File: config.mk
export PLATFORM = sky130hd
export DESIGN_NAME = grs_rem
export DESIGN_NICKNAME = d
export VERILOG_FILES = /design/src/rtl/grs_pkg.sv /design/src/rtl/grs_rem.sv
export SDC_FILE = /design/constraint.sdc
export NUM_CORES = 1
export LEC_CHECK = 0
export ABC_AREA = 1
export ABC_CLOCK_PERIOD_IN_PS = 2750
export BUFFER_PORTS_ARGS = -buffer_cell sky130_fd_sc_hd__buf_2
export CORE_AREA = 4 4 127 129
export CTS_CLUSTER_SIZE = 8
export DETAILED_ROUTE_END_ITERATION = 8
export DIE_AREA = 0 0 131 133
export SYNTH_ARGS = -nofsm -noshare
export SYNTH_HDL_FRONTEND = slang
export SYNTH_SLANG_ARGS = --single-unit
File: constraint.sdc
create_clock -name clk -period 2.75 [get_ports clk]
set_input_delay 0.275 -clock clk [delete_from_list [all_inputs] [get_ports clk]]
set_output_delay 0.275 -clock clk [all_outputs]
set_load 0.03 [all_outputs]
File: src/rtl/grs_pkg.sv
// shared widths, codes and defaults of the grouped reservoir sampler
`timescale 1ns / 1ps

package grs_pkg;

    localparam int GROUP_W     = 11;
    localparam int GROUP_EXT_W = 17;
    localparam int SLOT_IDX_W  = 6;
    localparam int SAMPLE_W    = 64;
    localparam int RANDOM_W    = 31;
    localparam int COUNT_W     = 32;

    localparam logic [COUNT_W-1:0] COUNT_RESET = 32'd1;
    localparam logic [COUNT_W-1:0] COUNT_MAX   = 32'hFFFF_FFFF;

    localparam int DEF_GROUP_COUNT     = 1024;
    localparam int DEF_RESERVOIR_SLOTS = 4;

    localparam logic OP_ADD  = 1'b0;
    localparam logic OP_READ = 1'b1;

endpackage

File: src/rtl/grs_rem.sv
// bit-serial remainder of the random word by the running count
`timescale 1ns / 1ps

module grs_rem
    import grs_pkg::*;
(
    input  logic                clk,
    input  logic                rst_n,
    input  logic                start,
    input  logic [RANDOM_W-1:0] dividend,
    input  logic [COUNT_W-1:0]  divisor,
    output logic                done,
    output logic [COUNT_W-1:0]  remainder
);

    localparam int STEP_W = $clog2(RANDOM_W);
    localparam logic [STEP_W-1:0] STEP_LAST = STEP_W'(RANDOM_W - 1);

    logic                busy_reg, busy_next;
    logic                done_reg, done_next;
    logic [STEP_W-1:0]   step_reg, step_next;
    logic [COUNT_W-1:0]  rem_reg, rem_next;
    logic [RANDOM_W-1:0] dvd_reg, dvd_next;
    logic [COUNT_W-1:0]  dsr_reg, dsr_next;
    logic [COUNT_W:0]    trial;

    // one restoring step: shift in the next dividend bit, subtract if it fits
    assign trial = {rem_reg, dvd_reg[RANDOM_W-1]};

    always_comb
    begin
        busy_next = busy_reg;
        done_next = 1'b0;
        step_next = step_reg;
        rem_next  = rem_reg;
        dvd_next  = dvd_reg;
        dsr_next  = dsr_reg;
        if (start)
        begin
            busy_next = 1'b1;
            step_next = '0;
            rem_next  = '0;
            dvd_next  = dividend;
            dsr_next  = divisor;
        end
        else if (busy_reg)
        begin
            if (trial >= {1'b0, dsr_reg})
            begin
                rem_next = COUNT_W'(trial - {1'b0, dsr_reg});
            end
            else
            begin
                rem_next = trial[COUNT_W-1:0];
            end
            dvd_next = {dvd_reg[RANDOM_W-2:0], 1'b0};
            if (step_reg == STEP_LAST)
            begin
                busy_next = 1'b0;
                done_next = 1'b1;
            end
            else
            begin
                step_next = step_reg + 1'b1;
            end
        end
    end

    always_ff @(posedge clk or negedge rst_n)
    begin
        if (!rst_n)
        begin
            busy_reg <= 1'b0;
            done_reg <= 1'b0;
            step_reg <= '0;
        end
        else
        begin
            busy_reg <= busy_next;
            done_reg <= done_next;
            step_reg <= step_next;
        end
    end

    always_ff @(posedge clk)
    begin
        rem_reg <= rem_next;
        dvd_reg <= dvd_next;
        dsr_reg <= dsr_next;
    end

    assign done      = done_reg;
    assign remainder = rem_reg;

endmodule

==> flow_summary.toml, run 1 <==
[place]
detailed_place_hpwl_mm = 13.14
dpl.cell_count = 1230
dp_slack_ns = 0.4119
dpl-instance-area_sq_um = 7373
io_buffers = 98
finalWeightedCongestion = 0.9608

[worst_setup_path]
slowest_stage = "buf_4"
path_cells = "inv_1 > ha_1 > nand2_1 > inv_1 > nand2_1 > nand2_1 > inv_2 > nand3_2 > nand2_2 > nand2_2 > nand2_2 > buf_4 > nand3_1 > nand3_1 > o21ai_1"
max_stage_delay_ns = 0.38
crit_path_max_fanout = 33
cp_top_family = "simple AND/OR/NAND/NOR gates"
ff2ff_path_depth = 15
startpoint = "dsr_reg[8]"
r2r_slack_ns = 0.42
worstSetupPathType = "reg2reg"
worst-path-buf-inv = 4
r2r-start = "dsr_reg[8]"
arrival_ns = 2.57
worstSetupStartpointType = "flip-flop"
worst_r2r_endpoint = "remainder[9]"
cp.required_ns = 2.99
endpoint_kind = "flip-flop"

[hold_path]
hp-class = "in2reg"
hp-start = "divisor[14]"
min_delay_path_depth = 1
min_to = "dsr_reg[14]"

[finish]
fill_cells = 1577
finalInstanceArea_sq_um = 7675
layout-drive-gt1-share = 0.1350
multiInputGateArea_sq_um = 3191
utilization = 0.5105
insertedDiodeCount = 0
areaGrowthSynthToFinish_pct = 15.17
fin_cells = 1247
fin_nets = 1155
seqCellArea_sq_um = 2708

[power_and_ir_drop]
power.static_leakage_nw = 4.255
vdd_drop_max_v = 0.0003714
p_int_mw = 3.748
comb_power_share = 0.512
power.density_nw_per_um2 = 892.7
power_switching_mw = 3.104
power_frac_seq = 0.302
total_power_mw = 6.852
p_clk_frac = 0.187
swShare = 0.4530

[yosys]
synth_top_area_share = 0.2839
synth-seq-cells = 102
avgSynthCellArea_sq_um = 6.985
post-synth-top-area-cell = "edfxtp_1"
ys.flop_type = "edfxtp_1"
synth_nets = 1055
yosysWarnings = 0
yosysMostFrequentCell = "nand2_1"
syn_area_sq_um = 6664
netlist_top_cells_area = "edfxtp_1, nand2_1, dfxtp_1"
synthArstFlopShare = 0.06863
syn_inst = 954
ys_top_cells_by_count = "nand2_1, inv_1, nand3_1"
synth_edf_count = 63
yosysUniqueCellTypes = 33
synth-seq-area-share = 0.4063

[grt]
met1_usage = 0.2887
grt_antenna_before_repair = 0
busiest_layer = "met2"
use_met2 = 0.3101
grt_pass1_vias = 5576
met3_usage = 0.05208
gr-total-overflow = 0
grt_pass1_wl_mm = 27.90
grt_max_degree = 55
grt.total_usage = 0.2031

[clocking]
ctsResizeCount = 0
clkLatencyLatePin_ns = 0.37
clockBufferDepth = 2
htreeDepth = 3
cts_tree = "built"
cts-buffers-inserted = 9
cts.sinks = 102
clk_pin_slew_worst_paths_ns = 0.08
root_buffer = "clkbuf_16"

[floorplan]
dieArea_sq_um = 17420
die_x_um = 131
rows = 45
chipHeight_um = 133
ios = 99
core_sq_um = 15030
start_util = 0.4433

[sta]
slew_viol_final = 0
rsz0062_at_grt = "false"
period_minus_slack_ns = 2.332
worst_slew_pin_slew_ns = 0.6355
finalSetupTns_ns = 0
timing.slew.headroom = 0.5764
fin_crit_sh = 0.8479
final_hold_viol_count = 0
setup_viol = 0
hold_slack_ns = 0.07510
fmax_ghz = 0.4288
fin_skew_ns = 0.01334
final.setup.worst_slack_ns = 0.4182

[detailed_routing]
routed_wl_mm = 17.35
drtAntennaViolNets = 0
drtIter0Drc = 470
viasPerCell = 4.743
route.vias.total = 5914
drc = 0
first_pass_iters = 5
wl_per_cell_um = 13.92

[status]
run_status = "finished clean"

[run]
max_cap_violations = 0
==> layout by cell type, fill, tap and decap left out, types with 2 or more instances in the layout <==
cell type,count
edfxtp_1,63
buf_12,2
xnor2_1,13
buf_2,98
nor2_2,7
buf_4,9
nor2_1,40
dfxtp_1,32
nand2_1,396
inv_2,2
clkbuf_16,9
dfrtp_1,7
nand3_1,73
ha_1,34
nand2_2,6
o21bai_1,3
inv_6,3
inv_1,167
clkinv_1,3
nand3b_1,22
o21ai_1,17
o21ai_0,5
a21oi_1,25
nor3_1,9
==> cell families after synthesis <==
family / after synthesis / synth area share
AO/OA/AOI/OAI: 53 / 0.04337
XOR/XNOR: 14 / 0.01840
adder cells (fa/ha/maj): 35 / 0.06684
buffers and inverters: 192 / 0.1153
flip-flops: 102 / 0.4063
AND/OR/NAND/NOR: 558 / 0.3498
==> routing by layer <==
layer | vias up | wire length [um]
met5 | - | 0
met1 | 2603 | 8490
met3 | 18 | 994
li1 | 3156 | -
met4 | 0 | 183
met2 | 137 | 7685
==> area by class of cell <==
class                      instances  area share
multi-input combinational        660      0.4157
timing repair buffer             110     0.07923
clock inverter                     7    0.008640
inverter                         171     0.08363
sequential                       102      0.3528
clock buffer                       9     0.02934
tap                              188     0.03065
==> power groups by stage <==
stage | combinational (mW) | clock (mW) | sequential (mW)
after CTS | 3.51 | 1.32 | 2.07
after global placement | 3.50 | 0 | 2.10
after floorplan | 2.29 | 0 | 2.38
final | 3.51 | 1.28 | 2.07
after global routing | 3.95 | 1.38 | 2.10
after detailed placement | 3.49 | 0 | 2.10
==> what timing repair did <==
| item | 4_1_cts | 5_1_grt |
|---|---|---|
| hold buffers | 1 | 0 |
| endpoints found under the hold margin | 7 | 0 |
| buffers inserted | 0 | 0 |
==> worst max path at each step <==
| stage | to | slack [ns] | cells past startpoint |
|---|---|---|---|
| 5_1_grt | remainder[30] | 0.17 | 17 |
| 6_report | remainder[9] | 0.42 | 15 |
| 2_1_floorplan | dvd_reg[0] | 0.51 | 4 |
| 3_5_place_dp | remainder[30] | 0.41 | 17 |
| 4_1_cts | remainder[30] | 0.39 | 17 |
| 3_3_place_gp | remainder[30] | 0.39 | 17 |
(Power assumes the default switching activity.)
==> run 2: changes to the inputs <==
--- a/config.mk
+++ b/config.mk
@@ -6,12 +6,13 @@
 export NUM_CORES = 1
 export LEC_CHECK = 0
 export ABC_AREA = 1
-export ABC_CLOCK_PERIOD_IN_PS = 2750
+export ABC_CLOCK_PERIOD_IN_PS = 2100
 export BUFFER_PORTS_ARGS = -buffer_cell sky130_fd_sc_hd__buf_2
 export CORE_AREA = 4 4 127 129
 export CTS_CLUSTER_SIZE = 8
 export DETAILED_ROUTE_END_ITERATION = 8
 export DIE_AREA = 0 0 131 133
+export PLACE_DENSITY = 0.67
 export SYNTH_ARGS = -nofsm -noshare
 export SYNTH_HDL_FRONTEND = slang
 export SYNTH_SLANG_ARGS = --single-unit
==> constraint.sdc (replaced) <==
create_clock -name clk -period 2.1 [get_ports clk]
set_input_delay 0.21 -clock clk [delete_from_list [all_inputs] [get_ports clk]]
set_output_delay 0.21 -clock clk [all_outputs]
set_load 0.03 [all_outputs]
==> run 2 against run 1 <==
The run now ends with negative setup slack left. Highest routed layer unchanged. Register-to-register slack got worse by 0.43 ns. Clock power increased by 45%. Global-route usage up 0.73 points. Final cell count is 6.6% higher. First-iteration DRC count fell by 6.0%. Largest power group unchanged.
==> flow_summary.toml, run 2 (synthesis results as in run 1) <==
[status]
run_status = "complete, but fails checks"
violations = "negative setup slack"

[detailed_routing]
routed_wl_mm = 19.54
wl_met3_mm = 1.297
wl_per_cell_um = 14.70
wl_met2_mm = 9.051
drc = 0
highest_layer = "met4"
met1Wirelength_mm = 8.820
first_pass_iters = 5
drtAntennaViolNets = 0
viasPerCell = 4.819
route.vias.total = 6404
drtIter0Drc = 442

[sta]
fin_skew_ns = 0.01265
timing.slew.headroom = 0.6923
slew_viol_final = 0
fin_crit_sh = 1.006
worst_slew_pin_slew_ns = 0.4590
setup_viol = 5
rsz0062_at_grt = "true"
fmax_ghz = 0.4733
final.setup.worst_slack_ns = -0.01290
period_minus_slack_ns = 2.113
final_hold_viol_count = 0

[worst_setup_path]
arrival_ns = 2.40
cp.required_ns = 2.39
r2r_slack_ns = -0.01
startpoint = "dsr_reg[26]"
endpoint_kind = "flip-flop"
worst_r2r_endpoint = "remainder[14]"
worstSetupStartpointType = "flip-flop"
r2r-start = "dsr_reg[26]"
crit_path_max_fanout = 5
ff2ff_path_depth = 15
worstSetupPathType = "reg2reg"

[grt]
grt_max_degree = 37
grt_antenna_before_repair = 0
grt.total_usage = 0.2103
grt_pass1_vias = 5818
grt_pass1_wl_mm = 28.68
gr-total-overflow = 0

[power_and_ir_drop]
vdd_drop_max_v = 0.0005743
power.static_leakage_nw = 4.805
power.density_nw_per_um2 = 1227
total_power_mw = 11.21

[clocking]
cts_tree = "built"
clkLatencyLatePin_ns = 0.37
clockBufferDepth = 2
htreeDepth = 3
cts.sinks = 102
cts-buffers-inserted = 9
root_buffer = "clkbuf_16"
clk_pin_slew_worst_paths_ns = 0.08

[finish]
insertedDiodeCount = 0
finalInstanceArea_sq_um = 9139
fin_cells = 1329
layout-drive-gt1-share = 0.3024
final_common_cell = "nand2_1"
utilization = 0.6079
fill_cells = 1423
areaGrowthSynthToFinish_pct = 37.14
final_cell_mix = "nand2_1, inv_1, buf_2, buf_4"
fin_nets = 1237

[floorplan]
start_util = 0.4433
core_sq_um = 15030
dieArea_sq_um = 17420
ios = 99
die_x_um = 131
chipHeight_um = 133
rows = 45

[place]
dpl.cell_count = 1301
detailed_place_hpwl_mm = 14.16
finalWeightedCongestion = 0.9607
io_buffers = 98
dpl-instance-area_sq_um = 7906

[hold_path]
hp-class = "in2reg"
hp-start = "divisor[31]"
min_delay_path_depth = 1
min_to = "dsr_reg[31]"

[run]
max_cap_violations = 0
-- run 2: area by class of cell --
cell class,count,area (sq um),share of cell area
clock buffer,9,225.2,0.02464
inverter,171,641.9,0.07024
timing repair buffer,192,1366,0.1495
sequential,102,2708,0.2963
tap,188,235.2,0.02574
multi-input combinational,660,3862,0.4226
clock inverter,7,100.1,0.01095
-- run 2: how the worst max path moves through the flow --
stage / end
after floorplan: remainder[11]
after global placement: remainder[16]
after detailed placement: remainder[16]
after CTS: remainder[30]
after global routing: remainder[4]
final: remainder[14]
-- run 2: worst max-delay path, stage by stage, from the launching register on --
cell and delay (ns):
edfxtp_1 0.40, inv_2 0.09, ha_4 0.22, nand2_2 0.06
nand2_2 0.06, nand2_2 0.07, nand2_2 0.06, a21oi_2 0.18
nand2_2 0.10, a21oi_4 0.18, buf_6 0.15, nand2_8 0.09
clkbuf_16 0.18, nand2_2 0.06, nand3_2 0.05, o21ai_1 0.09
-- run 2: repair_timing --
item                                    4_1_cts  5_1_grt
endpoints found under the hold margin         7        0
cloned                                        0        4
pin swaps                                     0       27
endpoints found under the setup margin       32       32
hold buffers                                  1        0
buffers inserted                              0        7
resized for setup                            21      137
-- run 2: stage by stage --
stage / worst slack (ns) / TNS (ns) / hold slack, ns
after floorplan: 0.05137 / 0 / -0.08559
after global placement: -0.08138 / -1.114 / 0.05095
after detailed placement: -0.1234 / -1.587 / 0.05308
after CTS: -0.008345 / -0.008379 / 0.002006
after global routing: -0.1157 / -3.152 / 0.006677
final: -0.01290 / -0.02511 / 0.01150
-- run 2: metal layers --
layer | GRT usage | vias up
met1 | 0.2913 | 2892
li1 | - | 3322
met5 | 0 | -
met3 | 0.04602 | 23
met2 | 0.3301 | 167
met4 | 0.05943 | 0
-- run 2: report_power, final --
part           internal, mW  total (mW)  leakage, nW  switching, mW
logic                  2.93        6.61         3.64           3.69
registers              2.47        2.75         1.01          0.277
clock network         0.968        1.85        0.158          0.886
